### config.mk
export PLATFORM = sky130hd
export DESIGN_NAME = framebuffer_rect_and_line_drawer
export DESIGN_NICKNAME = d
export VERILOG_FILES = /design/src/hw/rtl/fbrl_pkg.sv /design/src/hw/rtl/fbrl_front.sv /design/src/hw/rtl/fbrl_queue.sv /design/src/hw/rtl/fbrl_back.sv /design/src/hw/rtl/framebuffer_rect_and_line_drawer.sv
export SDC_FILE = /design/constraint.sdc
export NUM_CORES = 2
export LEC_CHECK = 0
export BUFFER_PORTS_ARGS = -buffer_cell sky130_fd_sc_hd__buf_4
export CAP_MARGIN = 10
export CORE_MARGIN = 3
export CORE_UTILIZATION = 47
export CTS_BUF_LIST = sky130_fd_sc_hd__clkbuf_8
export DETAILED_ROUTE_END_ITERATION = 16
export PLACE_DENSITY_LB_ADDON = 0.08
export SYNTH_ARGS = -nofsm -noshare
export SYNTH_HDL_FRONTEND = slang
export SYNTH_SLANG_ARGS = --single-unit
### constraint.sdc
create_clock -name clk -period 7.8 [get_ports clk]
set_clock_uncertainty 0.2 [all_clocks]
set_input_delay 1.56 -clock clk [delete_from_list [all_inputs] [get_ports clk]]
set_output_delay 1.56 -clock clk [all_outputs]
set_load 0.005 [all_outputs]
### src/hw/rtl/fbrl_pkg.sv
// Shared types and constants for the framebuffer rectangle and line drawer.
// Used by every module of the block; depends on nothing.
`default_nettype none
package fbrl_pkg;

	localparam int CoordBits  = 13;
	localparam int WideBits   = CoordBits + 1;
	localparam int ProdBits   = 2 * CoordBits + 1;
	localparam int AddrBits   = 48;
	localparam int PitchBits  = 16;
	localparam int ColorBits  = 32;
	localparam int QueueDepth = 2;
	localparam int PaddrBits  = 6;
	localparam int PdataBits  = 64;

	typedef enum logic [1:0] {
		CMD_RECT = 2'd0,
		CMD_LINE = 2'd1,
		CMD_STEP = 2'd2,
		CMD_NONE = 2'd3
	} cmd_t;

	typedef enum logic [1:0] {
		OP_RECT,
		OP_LINE,
		OP_STEP,
		OP_NOP
	} op_t;

	typedef enum logic [1:0] {
		KIND_IDLE,
		KIND_RECT,
		KIND_VERT,
		KIND_SLOPE
	} kind_t;

	typedef enum logic [2:0] {
		S_IDLE,
		S_MUL,
		S_DIV,
		S_YSUM,
		S_ADDR,
		S_SUM,
		S_DONE
	} state_t;

	typedef enum logic [2:0] {
		REG_BASE   = 3'd0,
		REG_PITCH  = 3'd1,
		REG_WIDTH  = 3'd2,
		REG_HEIGHT = 3'd3,
		REG_PIXB   = 3'd4,
		REG_RED    = 3'd5,
		REG_GREEN  = 3'd6,
		REG_BLUE   = 3'd7
	} reg_idx_t;

	typedef struct packed {
		logic [1:0]           command;
		logic [CoordBits-1:0] point_x;
		logic [CoordBits-1:0] point_y;
		logic [CoordBits-1:0] far_x;
		logic [CoordBits-1:0] far_y;
		logic [7:0]           red;
		logic [7:0]           green;
		logic [7:0]           blue;
	} in_item_t;

	typedef struct packed {
		logic                 write_valid;
		logic [AddrBits-1:0]  write_address;
		logic [ColorBits-1:0] pixel_value;
		logic                 walk_busy;
		logic                 shape_last;
	} out_item_t;

	typedef struct packed {
		logic [AddrBits-1:0]  base_address;
		logic [PitchBits-1:0] line_pitch;
		logic [CoordBits-1:0] screen_width;
		logic [CoordBits-1:0] screen_height;
		logic [2:0]           pixel_bytes;
		logic [4:0]           red_shift;
		logic [4:0]           green_shift;
		logic [4:0]           blue_shift;
	} cfg_t;

	typedef struct packed {
		op_t                  op;
		logic [CoordBits-1:0] px;
		logic [CoordBits-1:0] py;
		logic [CoordBits-1:0] fx;
		logic [CoordBits-1:0] fy;
		logic [ColorBits-1:0] color;
	} entry_t;

endpackage
`default_nettype wire

### src/hw/rtl/fbrl_front.sv
// Front end: takes input beats, classifies the command and packs the colour.
// Depends on fbrl_pkg; feeds fbrl_queue.
`default_nettype none
module fbrl_front (
	input  wire fbrl_pkg::in_item_t in_item,
	input  wire fbrl_pkg::cfg_t     cfg,
	output fbrl_pkg::entry_t        entry
);
	import fbrl_pkg::*;

	logic [63:0] packed_v;

	always_comb begin
		packed_v = (64'(in_item.red) << cfg.red_shift) |
			(64'(in_item.green) << cfg.green_shift) |
			(64'(in_item.blue) << cfg.blue_shift);
		entry.px    = in_item.point_x;
		entry.py    = in_item.point_y;
		entry.fx    = in_item.far_x;
		entry.fy    = in_item.far_y;
		entry.color = packed_v[ColorBits-1:0];
		unique case (cmd_t'(in_item.command))
			CMD_RECT: entry.op = OP_RECT;
			CMD_LINE: entry.op = OP_LINE;
			CMD_STEP: entry.op = OP_STEP;
			CMD_NONE: entry.op = OP_NOP;
		endcase
	end

endmodule
`default_nettype wire

### src/hw/rtl/fbrl_queue.sv
// Short queue of classified commands between the front end and the walker.
// Depends on fbrl_pkg.
`default_nettype none
module fbrl_queue #(
	parameter int Depth = fbrl_pkg::QueueDepth
) (
	input  wire                   clk,
	input  wire                   arst_n,
	input  wire                   push,
	input  wire fbrl_pkg::entry_t push_entry,
	output logic                  full,
	input  wire                   pop,
	output logic                  head_valid,
	output fbrl_pkg::entry_t      head
);
	import fbrl_pkg::*;

	localparam int IdxBits = (Depth > 1) ? $clog2(Depth) : 1;
	localparam int CntBits = $clog2(Depth + 1);
	localparam logic [IdxBits-1:0] LastIdx = IdxBits'(Depth - 1);

	entry_t               mem_q [Depth];
	logic [IdxBits-1:0]   wr_q, rd_q;
	logic [CntBits-1:0]   cnt_q;
	logic                 do_push, do_pop;

	assign full       = (cnt_q == CntBits'(Depth));
	assign head_valid = (cnt_q != '0);
	assign head       = mem_q[rd_q];
	assign do_push    = push && !full;
	assign do_pop     = pop && head_valid;

	always_ff @(posedge clk or negedge arst_n) begin
		if (!arst_n) begin
			wr_q  <= '0;
			rd_q  <= '0;
			cnt_q <= '0;
		end else begin
			if (do_push) wr_q <= (wr_q == LastIdx) ? '0 : wr_q + 1'b1;
			if (do_pop)  rd_q <= (rd_q == LastIdx) ? '0 : rd_q + 1'b1;
			if (do_push && !do_pop) cnt_q <= cnt_q + 1'b1;
			else if (do_pop && !do_push) cnt_q <= cnt_q - 1'b1;
		end
	end

	always_ff @(posedge clk) begin
		if (do_push) mem_q[wr_q] <= push_entry;
	end

endmodule
`default_nettype wire

### src/hw/rtl/fbrl_back.sv
// Back end: shape walker with an iterative divider for sloped lines, the
// address arithmetic and the output register. Depends on fbrl_pkg.
`default_nettype none
module fbrl_back (
	input  wire                   clk,
	input  wire                   arst_n,
	input  wire fbrl_pkg::cfg_t   cfg,
	input  wire                   head_valid,
	input  wire fbrl_pkg::entry_t head,
	output logic                  pop,
	output logic                  out_valid,
	input  wire                   out_stall,
	output fbrl_pkg::out_item_t   out_item
);
	import fbrl_pkg::*;

	localparam int CntBits = $clog2(ProdBits + 1);
	localparam int YBits   = WideBits + 1;

	state_t state_q, state_d;

	kind_t                kind_q;
	logic [WideBits-1:0]  cx_q, cy_q, lim_x_q, lim_y_q, dx_q, dy_q;
	logic [CoordBits-1:0] row_q, ox_q, oy_q;
	logic                 vdir_q;
	logic [ColorBits-1:0] color_q;

	logic [ProdBits-1:0]  qr_q;
	logic [CoordBits-1:0] rem_q;
	logic [CntBits-1:0]   cnt_q;
	logic                 neg_q;
	logic [WideBits-1:0]  ex_q;
	logic [YBits-1:0]     ey_q;
	logic                 on_q;
	logic [CoordBits+PitchBits-1:0] ypitch_q;
	logic [CoordBits+2:0] xoff_q;
	logic [AddrBits-1:0]  addr_q;

	logic                 out_valid_q;
	out_item_t            out_item_q;

	logic                 out_free, step_active, finish;
	logic [WideBits-1:0]  dy_abs, n_off;
	logic [CoordBits:0]   trial;
	logic                 trial_ok;
	logic [YBits-1:0]     y_sum;
	logic [WideBits-1:0]  lx, ly, nx, ny;
	logic                 on_d;
	logic [ColorBits-1:0] val_masked;
	out_item_t            res;
	kind_t                kind_d;
	logic                 last;

	assign out_free    = !out_valid_q || !out_stall;
	assign step_active = head.op == OP_STEP && kind_q != KIND_IDLE;
	assign out_valid   = out_valid_q;
	assign out_item    = out_item_q;

	// divider datapath
	assign dy_abs   = dy_q[WideBits-1] ? WideBits'(-dy_q) : dy_q;
	assign n_off    = cx_q - {1'b0, ox_q};
	assign trial    = {rem_q, qr_q[ProdBits-1]};
	assign trial_ok = trial >= {1'b0, dx_q[CoordBits-1:0]};
	assign y_sum    = {2'b00, oy_q} +
		(neg_q ? YBits'(-{1'b0, qr_q[WideBits-1:0]}) : {1'b0, qr_q[WideBits-1:0]});

	assign on_d = !ey_q[YBits-1] && ex_q < {1'b0, cfg.screen_width} &&
		ey_q[WideBits-1:0] < {1'b0, cfg.screen_height};

	always_comb begin
		unique case (cfg.pixel_bytes)
			3'd0:    val_masked = '0;
			3'd1:    val_masked = {24'b0, color_q[7:0]};
			3'd2:    val_masked = {16'b0, color_q[15:0]};
			3'd3:    val_masked = {8'b0, color_q[23:0]};
			default: val_masked = color_q;
		endcase
	end

	// clamped rectangle limits for a start beat
	always_comb begin
		lx = {1'b0, head.px} + {1'b0, head.fx};
		ly = {1'b0, head.py} + {1'b0, head.fy};
		if (lx > {1'b0, cfg.screen_width})  lx = {1'b0, cfg.screen_width};
		if (ly > {1'b0, cfg.screen_height}) ly = {1'b0, cfg.screen_height};
		nx = cx_q + 1'b1;
		ny = cy_q + 1'b1;
	end

	// result and next walker kind for the beat at the head
	always_comb begin
		res    = '0;
		kind_d = kind_q;
		last   = 1'b0;
		priority if (head.op == OP_RECT) begin
			kind_d = ({1'b0, head.px} < lx && {1'b0, head.py} < ly) ? KIND_RECT : KIND_IDLE;
		end else if (head.op == OP_LINE) begin
			if (head.px == head.fx)     kind_d = KIND_VERT;
			else if (head.px < head.fx) kind_d = KIND_SLOPE;
			else                        kind_d = KIND_IDLE;
		end else if (step_active) begin
			unique case (kind_q)
				KIND_RECT:  last = nx >= lim_x_q && ny >= lim_y_q;
				KIND_VERT:  last = cy_q == lim_y_q;
				KIND_SLOPE: last = cx_q >= lim_x_q;
				KIND_IDLE:  last = 1'b0;
			endcase
			if (last) kind_d = KIND_IDLE;
			res.write_valid   = on_q;
			res.write_address = on_q ? addr_q : '0;
			res.pixel_value   = on_q ? val_masked : '0;
			res.shape_last    = last;
		end
		if (head.op != OP_STEP && head.op != OP_NOP) res.walk_busy = kind_d != KIND_IDLE;
		else if (step_active) res.walk_busy = kind_d != KIND_IDLE;
	end

	always_comb begin
		state_d = state_q;
		unique case (state_q)
			S_IDLE: begin
				if (head_valid) begin
					if (step_active && kind_q == KIND_SLOPE) state_d = S_MUL;
					else if (step_active) state_d = S_ADDR;
					else state_d = S_DONE;
				end
			end
			S_MUL:  state_d = S_DIV;
			S_DIV:  if (cnt_q == CntBits'(ProdBits - 1)) state_d = S_YSUM;
			S_YSUM: state_d = S_ADDR;
			S_ADDR: state_d = S_SUM;
			S_SUM:  state_d = S_DONE;
			S_DONE: if (out_free) state_d = S_IDLE;
			default: state_d = S_IDLE;
		endcase
	end

	always_comb begin
		finish = state_q == S_DONE && out_free;
		pop    = finish;
	end

	always_ff @(posedge clk or negedge arst_n) begin
		if (!arst_n) begin
			state_q     <= S_IDLE;
			out_valid_q <= 1'b0;
			kind_q      <= KIND_IDLE;
			cx_q <= '0; cy_q <= '0; lim_x_q <= '0; lim_y_q <= '0;
			dx_q <= '0; dy_q <= '0; row_q <= '0; ox_q <= '0; oy_q <= '0;
			vdir_q <= 1'b0; color_q <= '0;
		end else begin
			state_q <= state_d;
			if (out_free) out_valid_q <= finish;
			if (finish) begin
				kind_q <= kind_d;
				priority if (head.op == OP_RECT) begin
					color_q <= head.color;
					if (kind_d == KIND_RECT) begin
						cx_q <= {1'b0, head.px}; cy_q <= {1'b0, head.py};
						row_q <= head.px; lim_x_q <= lx; lim_y_q <= ly;
					end
				end else if (head.op == OP_LINE) begin
					color_q <= head.color;
					if (kind_d == KIND_VERT) begin
						ox_q <= head.px; oy_q <= head.py;
						cx_q <= {1'b0, head.px}; cy_q <= {1'b0, head.py};
						lim_y_q <= {1'b0, head.fy};
						vdir_q <= head.py > head.fy;
					end else if (kind_d == KIND_SLOPE) begin
						ox_q <= head.px; oy_q <= head.py;
						cx_q <= {1'b0, head.px}; lim_x_q <= {1'b0, head.fx};
						dx_q <= {1'b0, head.fx} - {1'b0, head.px};
						dy_q <= {1'b0, head.fy} - {1'b0, head.py};
					end
				end else if (step_active) begin
					unique case (kind_q)
						KIND_RECT: begin
							if (nx >= lim_x_q) begin
								cx_q <= {1'b0, row_q};
								cy_q <= ny;
							end else begin
								cx_q <= nx;
							end
						end
						KIND_VERT: begin
							if (!last) cy_q <= vdir_q ? cy_q - 1'b1 : ny;
						end
						KIND_SLOPE: if (!last) cx_q <= nx;
						KIND_IDLE: ;
					endcase
				end
			end
		end
	end

	// datapath registers, no reset needed
	always_ff @(posedge clk) begin
		unique case (state_q)
			S_IDLE: begin
				ex_q <= (kind_q == KIND_VERT) ? {1'b0, ox_q} : cx_q;
				ey_q <= {1'b0, cy_q};
			end
			S_MUL: begin
				qr_q  <= ProdBits'(dy_abs) * ProdBits'(n_off[CoordBits-1:0]);
				neg_q <= dy_q[WideBits-1];
				rem_q <= '0;
				cnt_q <= '0;
			end
			S_DIV: begin
				// one quotient bit a cycle, restoring
				rem_q <= trial_ok ? CoordBits'(trial - {1'b0, dx_q[CoordBits-1:0]})
					: trial[CoordBits-1:0];
				qr_q  <= {qr_q[ProdBits-2:0], trial_ok};
				cnt_q <= cnt_q + 1'b1;
			end
			S_YSUM: begin
				ex_q <= cx_q;
				ey_q <= y_sum;
			end
			S_ADDR: begin
				on_q     <= on_d;
				ypitch_q <= (CoordBits+PitchBits)'(ey_q[CoordBits-1:0]) *
					(CoordBits+PitchBits)'(cfg.line_pitch);
				xoff_q   <= (CoordBits+3)'(ex_q[CoordBits-1:0]) *
					(CoordBits+3)'(cfg.pixel_bytes);
			end
			S_SUM: begin
				addr_q <= cfg.base_address + AddrBits'(ypitch_q) + AddrBits'(xoff_q);
			end
			S_DONE: if (finish && out_free) out_item_q <= res;
			default: ;
		endcase
	end

	a_div_count: assert property (@(posedge clk) disable iff (!arst_n)
		state_q == S_DIV |-> cnt_q < CntBits'(ProdBits))
		else $error("divider count overran");

	a_last_not_busy: assert property (@(posedge clk) disable iff (!arst_n)
		out_valid_q && out_item_q.shape_last |-> !out_item_q.walk_busy)
		else $error("final pixel beat still reports busy");

	a_done_pops: assert property (@(posedge clk) disable iff (!arst_n)
		$past(state_q == S_DONE) && state_q == S_IDLE |-> $past(pop))
		else $error("left done state without retiring the command");

	a_quiet_addr: assert property (@(posedge clk) disable iff (!arst_n)
		out_valid_q && !out_item_q.write_valid |-> out_item_q.write_address == '0)
		else $error("suppressed pixel carries an address");

endmodule
`default_nettype wire

### src/hw/rtl/framebuffer_rect_and_line_drawer.sv
// Rectangle fill and line walker for a linear framebuffer. Start beats
// (rectangle or line) latch a shape and colour; each step beat yields one
// pixel write at base + y*pitch + x*pixel_bytes, off-screen pixels
// suppressed. Commands pass through a two-entry queue, so the input side
// keeps taking beats while the walker works and the output register waits.
// A start or idle step passes straight to the done state; a rectangle or vertical
// line step goes through the address and sum stages, and a sloped line step first
// through the multiply stage, the radix-2 restoring divider (27 bits, one quotient
// bit per cycle) and the y sum. Registers sit at byte addresses 8*i on the
// 64-bit configuration port. Depends on fbrl_pkg and its submodules.
`default_nettype none
module framebuffer_rect_and_line_drawer #(
	parameter int QueueDepth = fbrl_pkg::QueueDepth
) (
	input  wire                            clk,
	input  wire                            arst_n,
	input  wire                            in_valid,
	output logic                           in_stall,
	input  wire fbrl_pkg::in_item_t        in_item,
	output logic                           out_valid,
	input  wire                            out_stall,
	output fbrl_pkg::out_item_t            out_item,
	input  wire                            psel,
	input  wire                            penable,
	input  wire                            pwrite,
	input  wire [fbrl_pkg::PaddrBits-1:0]  paddr,
	input  wire [fbrl_pkg::PdataBits-1:0]  pwdata,
	output logic [fbrl_pkg::PdataBits-1:0] prdata,
	output logic                           pready
);
	import fbrl_pkg::*;

	cfg_t     cfg_q;
	reg_idx_t reg_idx;
	logic     cfg_wr;
	entry_t   entry, head;
	logic     q_full, head_valid, pop;

	assign pready  = 1'b1;
	assign reg_idx = reg_idx_t'(paddr[5:3]);
	assign cfg_wr  = psel && penable && pwrite && pready;

	always_ff @(posedge clk or negedge arst_n) begin
		if (!arst_n) begin
			cfg_q.base_address  <= '0;
			cfg_q.line_pitch    <= '0;
			cfg_q.screen_width  <= '0;
			cfg_q.screen_height <= '0;
			cfg_q.pixel_bytes   <= 3'd4;
			cfg_q.red_shift     <= 5'd16;
			cfg_q.green_shift   <= 5'd8;
			cfg_q.blue_shift    <= 5'd0;
		end else if (cfg_wr) begin
			unique case (reg_idx)
				REG_BASE:   cfg_q.base_address  <= pwdata[AddrBits-1:0];
				REG_PITCH:  cfg_q.line_pitch    <= pwdata[PitchBits-1:0];
				REG_WIDTH:  cfg_q.screen_width  <= pwdata[CoordBits-1:0];
				REG_HEIGHT: cfg_q.screen_height <= pwdata[CoordBits-1:0];
				REG_PIXB:   cfg_q.pixel_bytes   <= pwdata[2:0];
				REG_RED:    cfg_q.red_shift     <= pwdata[4:0];
				REG_GREEN:  cfg_q.green_shift   <= pwdata[4:0];
				REG_BLUE:   cfg_q.blue_shift    <= pwdata[4:0];
			endcase
		end
	end

	always_comb begin
		unique case (reg_idx)
			REG_BASE:   prdata = PdataBits'(cfg_q.base_address);
			REG_PITCH:  prdata = PdataBits'(cfg_q.line_pitch);
			REG_WIDTH:  prdata = PdataBits'(cfg_q.screen_width);
			REG_HEIGHT: prdata = PdataBits'(cfg_q.screen_height);
			REG_PIXB:   prdata = PdataBits'(cfg_q.pixel_bytes);
			REG_RED:    prdata = PdataBits'(cfg_q.red_shift);
			REG_GREEN:  prdata = PdataBits'(cfg_q.green_shift);
			REG_BLUE:   prdata = PdataBits'(cfg_q.blue_shift);
		endcase
	end

	assign in_stall = q_full;

	fbrl_front u_front (
		.in_item (in_item),
		.cfg     (cfg_q),
		.entry   (entry)
	);

	fbrl_queue #(.Depth(QueueDepth)) u_queue (
		.clk        (clk),
		.arst_n     (arst_n),
		.push       (in_valid),
		.push_entry (entry),
		.full       (q_full),
		.pop        (pop),
		.head_valid (head_valid),
		.head       (head)
	);

	fbrl_back u_back (
		.clk        (clk),
		.arst_n     (arst_n),
		.cfg        (cfg_q),
		.head_valid (head_valid),
		.head       (head),
		.pop        (pop),
		.out_valid  (out_valid),
		.out_stall  (out_stall),
		.out_item   (out_item)
	);

endmodule
`default_nettype wire

## Word level (Yosys, flattened, before mapping)

Memory sizes are Yosys's and may differ from the RTL's.
Index checks and enable logic that the tools add are counted.

- Memories: 1
- Word-level logic and storage cells: 264
- Output and inout bits: 150
- Bits in writable memories: 172
- Latch bits: 0
- Register bits after elaboration: 525
- Memory bits (read-only): 0

Memory list:

| name | words | width | read ports | clocked after memory_dff | write ports | RTL line | source |
|---|---|---|---|---|---|---|---|
| u_queue.mem_q | 2 | 86 | 1 | 0 | 1 | fbrl_queue.sv:22 | `entry_t mem_q [Depth];` |

- Equality and inequality tests: 43
- Order comparisons: 12
- Reduce and logical (&&, ||, !) cells: 62
- $mul: 3
- Shift operators: 3
- Bitwise logic cells: 6
- Multiplexer cells: 75
- Div/mod/pow operators: 0
- Add/sub/neg operators: 19

Operators with widths:

| kind | count |
|---|---|
| $pmux W64 S8 | 1 |
| $mux W14 | 29 |
| $pmux W32 S4 | 1 |
| $shl A8 B5 Y32 | 3 |
| $pmux W14 S2 | 3 |
| $mux W13 | 5 |
| $mux W32 | 2 |
| $or A32 B32 Y32 | 2 |
| $pmux W27 S2 | 1 |
| $add A48 B16 Y48 | 1 |
| $add A48 B29 Y48 | 1 |
| $ge A14 B14 Y1 | 3 |
| $sub A13 B13 Y13 | 3 |
| $pmux W15 S2 | 1 |
| $mul A13 B16 Y29 | 1 |
| $add A13 B13 Y14 | 2 |
| $add A14 B1 Y14 const B | 2 |
| $gt A14 B13 Y1 | 2 |
| $lt A13 B14 Y1 | 2 |
| $lt A14 B13 Y1 | 2 |
| $mul A14 B13 Y27 | 1 |
| $pmux W13 S2 | 1 |
| $eq A3 B3 Y1 const B | 7 |
| $pmux W3 S7 | 1 |
| other kinds (50) | 146 |

## Logic depth before layout (Yosys ltp)

- Depth after elaboration: 16
- Gate-level depth with buffers: 37
- Depth with buffers taken out: 33

## Hierarchy

A second synthesis with hierarchy kept.

- Cells, all modules: 5107
- Area total of the unflattened synthesis: 53443.8 um2

Modules (own cells, without submodules):

| module | cells an instance | area an instance (um2) | times used | sequential area each (um2) |
|---|---|---|---|---|
| fbrl_back | 4085 | 39280.2 | 1 | 11596.1 |
| fbrl_queue | 287 | 6525.0 | 1 | 5265.0 |
| framebuffer_rect_and_line_drawer | 364 | 5132.4 | 1 | 2706.3 |
| fbrl_front | 371 | 2506.2 | 1 | 0.0 |

## Worst setup path after synthesis

OpenSTA, ideal clock, no wires.

- Path type: register -> register
- Start point: reg u_queue.rd_q
- End point: reg u_back.cx_q[10]
- Clock period less this slack: 8334 ps
- Setup slack: -534 ps
- Library setup time: 125 ps
- Required time: 7475 ps
- Cell stages (with the launch flop): 37
- Data arrival time: 8009 ps
- Cells stage by stage: dfrtp_1 > clkbuf_1 > clkbuf_1 > clkbuf_1 > mux2i_1 > inv_1 > ha_1 > fa_1 > nor2b_1 > o311a_1 > nor3_1 > o41ai_1 > a221o_1 > a21oi_1 > o21bai_1 > xnor2_1 > ha_1 > nand3_1 > nor4_1 > nor2_1 > nor2_1 > o31ai_1 > nor2_1 > buf_2 > mux2i_1 > ha_1 > and4_1 > a21oi_1 > a21oi_1 > nor4_1 > a21boi_0 > a41oi_2 > o21ai_2 > nor2b_4 > buf_6 > buf_8 > mux2_4

- Word-level cells in the longest chain between the ends: 12
- Elaborated cells between the ends (all ways): 39

Ends and longest elaborated chain:

| item | RTL line | source |
|---|---|---|
| start, declared | fbrl_queue.sv:23 | `logic [IdxBits-1:0] wr_q, rd_q;` |
| start signal, assigned | fbrl_queue.sv:40 | `if (do_pop) rd_q <= (rd_q == LastIdx) ? '0 : rd_q + 1'b1;` |
| $mem_v2 Z2 W86 (*) | -- |  |
| branches (longest 11 deep; another with $add A13 B13 Y14) | -- |  |
| end signal, assigned | fbrl_back.sv:159 | `cx_q <= {1'b0, head.px}; cy_q <= {1'b0, head.py};` |
| end signal, assigned | fbrl_back.sv:166 | `cx_q <= {1'b0, head.px}; cy_q <= {1'b0, head.py};` |
| end signal, assigned | fbrl_back.sv:171 | `cx_q <= {1'b0, head.px}; lim_x_q <= {1'b0, head.fx};` |
| end, declared | fbrl_back.sv:23 | `logic [WideBits-1:0] cx_q, cy_q, lim_x_q, lim_y_q, dx_q, dy_q;` |

Every way passes the cells marked *. The select of a mux whose other input is x is not followed.
A chain may end at the register's enable or synchronous reset.

## Worst setup path after layout

- Start point: reg u_back.cx_q[0]
- End point: reg u_back.qr_q[26], data pin

- Word-level cells in the longest chain between the ends: 3

Ends and longest elaborated chain:

| item | RTL line | source |
|---|---|---|
| $sub A13 B13 Y13 | fbrl_back.sv:61 | `assign n_off = cx_q - {1'b0, ox_q};` |
| $mul A14 B13 Y27 | fbrl_back.sv:204 | `qr_q <= ProdBits'(dy_abs) * ProdBits'(n_off[CoordBits-1:0]);` |
| $pmux W27 S2 | fbrl_back.sv:198 | `unique case (state_q)` |
| end signal, assigned | fbrl_back.sv:204 |  |
| end signal, assigned | fbrl_back.sv:213 | `qr_q <= {qr_q[ProdBits-2:0], trial_ok};` |
| end, declared | fbrl_back.sv:28 | `logic [ProdBits-1:0] qr_q;` |

No other way between the ends.

==> metrics.csv <==
stage,metric,value,unit
synth,syn_inst,5158,
critical_path,crit_path_end_kind,register,
detailed_routing,drc,0,
synth,async_reset_ff_share,39.2,%
synth,ys_ff_latch,697,
place,post-place-ws,-464,ps
pwr,p_total,31200,uW
cts,clk_pin_slew,70,ps
die,rows,121,
run_status,failed_checks,negative setup slack,
cts,clock_latency,800,ps
global_routing,first_global_vias,39000,
cells_and_area,layout.cells.most_common,inv_1,
detailed_routing,drt_iter0_drc,2386,
pwr,p_switching,14300,uW
critical_path,crit_path_frequent_cell,fa_1,
critical_path,slowest_stage,fa_1,
critical_path,path_class,register to register,
synth,netlist_area,0.0525,mm2
timing,max_freq,0.128,GHz
detailed_routing,wl_met2,68500,um
timing,timing.hold.ws,285,ps
synth,synth_edf_count,424,
die,core-area,0.110,mm2
timing,worst-slew-pin-transition,1230,ps
synth,yosysSeqAreaShare,37.3,%
worst_hold_path,hold_class,register to register,
global_routing,grt_first_pass_wirelength,226000,um
die,die_area,0.116,mm2
worst_hold_path,hold_depth,2,
synth,yosysUniqueCellTypes,92,
critical_path,crit_family,adder cells,
timing,fin_crit,7840,ps
timing,rsz0062_at_grt,yes,
timing,setup_viol,6,
die,num_io_pins,305,
die,die_y,340,um
synth,synthFlopType,edfxtp_1,
critical_path,timing.rr.end,u_back.qr_q[26],
global_routing,grt.total_usage,24.9,%
critical_path,path_max_fanout,3,
detailed_routing,wl_per_cell,20.2,um
timing,maxSlewViolCount,0,
worst_hold_path,min_to,u_back.oy_q[6],
cells_and_area,nFillCells,9832,
place,dp_hpwl,112000,um
cts,clock-sinks,697,
critical_path,rr_startpoint,u_back.cx_q[0],
cts,cts_root_buf,clkbuf_8,
timing,fin_crit_sh,100,%
place,buffer_ports.inserted,268,
pwr,combPwrFrac,66.0,%
detailed_routing,wl_met1,65100,um
job,cap_violations,0,
detailed_routing,ant_nets,0,
critical_path,r2r.worst_path.cells,32,
detailed_routing,topRoutingLayerUsed,met4,
detailed_routing,wl_met3,7670,um
die,initial_core_util,47.8,%
cts,cts-buffers-inserted,121,
pwr,leakage,0.0279,uW
cts,cts_buffer_depth,3,
cells_and_area,final_cell_mix,"inv_1, nand2_1, buf_4",
die,die_w,340,um
synth,postSynthAreaPerCell,10.2,um2
critical_path,rrSetupSlack,-40,ps
timing,slew_headroom,17.0,%
critical_path,arrival,8130,ps
global_routing,antenna_found_initial,4,
place,gp_congestion,0.920,
critical_path,crit_buf_inv,4,
cells_and_area,layout-drive-gt1-share,18.4,%
global_routing,grt_max_degree,126,
synth,ys_warn_count,0,
cells_and_area,nets,6494,
timing,finalHoldViolCount,0,
critical_path,max_stage_delay,580,ps
worst_hold_path,worstHoldStart,u_back.oy_q[6],
cts,ctsHtreeMaxLevel,3,
cts,postCtsHoldBufs,0,
pwr,p_int,16900,uW
detailed_routing,vias,38800,
pwr,power_density,509,mW/mm2
global_routing,grt_overflow_total,0,
detailed_routing,avgViaCountPerCell,5.40,
detailed_routing,wl,145000,um
timing,layout_setup_ws,-36.4,ps
cells_and_area,synthToLayoutAreaGrowth,16.7,%
detailed_routing,firstDrtPassIters,7,
pwr,sw_frac_of_total,45.9,%
critical_path,crit_required,8100,ps
pwr,peakVddDrop,0.000395,V
pwr,power_frac_seq,22.5,%
run_status,outcome,finished with violations,
cts,cts_tree,done,
critical_path,start_kind,register,
pwr,pwr-share-clk,11.5,%
power by group through the flow:
stage                     Combinational, uW  Clock (uW)  Sequential (uW)
after floorplan                       13800           0             6510
after global placement                19000           0             7020
after detailed placement              19300           0             7060
after CTS                             19600        3710             6990
after global routing                  23000        3860             7150
final                                 20600        3590             7000
through the flow:
| stage | std cells | util, % | area, um2 | TNS [ps] |
|---|---|---|---|---|
| global placement | 6907 | 52.2 | 57400 | -1470 |
| CTS | 7154 | 54.9 | 60400 | -159 |
| detailed placement | 6907 | 52.2 | 57400 | -6200 |
| floorplan | 5173 | - | 52700 | 0 |
| global route | 7183 | 55.7 | 61300 | -13450 |
| finish | 7184 | 55.7 | 61300 | -58.6 |
worst register-to-register path, delay by kind of cell, from the launching register on:
| kind | cells | cell delay (ps) |
|---|---|---|
| adder cells (fa/ha/maj) | 8 | 3320 |
| AO/OA/AOI/OAI | 14 | 2200 |
| AND/OR/NAND/NOR | 4 | 870 |
| flip-flops | 1 | 370 |
| buffers and inverters | 4 | 310 |
| XOR/XNOR | 2 | 280 |
timing repair:
| item | 4_1_cts | 5_1_grt |
|---|---|---|
| pin swaps | 56 | 65 |
| cloned | 0 | 3 |
| setup endpoints to repair | 61 | 78 |
| gates resized for setup | 51 | 139 |
| setup buffers | 17 | 27 |
Yosys cell counts, drive strengths merged (69+ instances only):
cell type,number,area [um2]
dfrtp,270,6760
nor2,335,1260
and3,74,463
ha,421,5270
clkbuf,177,666
xnor2,165,1450
mux2,165,1890
o21ai,262,1330
a21oi,258,1290
nand3,69,345
inv,550,2060
xor2,76,666
mux2i,142,1420
edfxtp,424,12700
nor2b,69,439
fa,322,6450
and2,186,1160
nand2,578,2170
kinds of logic after synthesis:
logic type                 synth area share (%)
AOI/OAI and AO/OA                          10.1
muxes                                      6.77
xor gates and xnor gates                   4.02
adders and majority gates                  22.3
buffers and inverters                      5.81
other                                    0.0143
and+or+nand+nor                            13.7
DFF                                        37.3
layer usage:
metal,vias to the layer above,global-route usage [%]
met2,1038,41.5
met3,219,3.44
met4,0,6.10
met5,-,0
li1,18500,-
met1,19100,34.3
how the worst max path moves through the flow:
stage,startpoint,end,slack [ps],depth (start not counted)
floorplan,u_back.cx_q[0],u_back.qr_q[26],9,31
global placement,u_back.ox_q[1],u_back.qr_q[26],-460,32
detailed placement,u_back.ox_q[1],u_back.qr_q[26],-460,32
CTS,u_back.cx_q[0],u_back.qr_q[26],-160,33
global route,u_back.cx_q[0],u_back.qr_q[26],-390,33
finish,u_back.cx_q[0],u_back.qr_q[26],-40,32
layout make-up:
| class | count | area, um2 | share of cell area [%] |
|---|---|---|---|
| multi-input cells | 3694 | 30900 | 50.5 |
| flip-flops and latches | 697 | 19600 | 31.9 |
| repair buffers | 528 | 4210 | 6.88 |
| inverters | 554 | 2080 | 3.40 |
| clock buffers | 138 | 1900 | 3.10 |
| well taps | 1476 | 1850 | 3.01 |
| clock inverters | 93 | 721 | 1.18 |
| diodes | 4 | 10.0 | 0.0163 |
registers in the layout (all words and copies together) (netlist names), 14 cells and up:
signal and flops:
u_queue.mem_q 172, u_back.color_q 32, u_back.dy_q 14, u_back.lim_x_q 14, u_back.cx_q 14, u_back.ex_q 14
cfg_q 108, u_back.out_item 83, u_back.ypitch_q 29, u_back.lim_y_q 14, u_back.addr_q 48, u_back.xoff_q 16
u_back.qr_q 27, u_back.cy_q 14, u_back.ey_q 15
(Power assumes the default switching activity.)
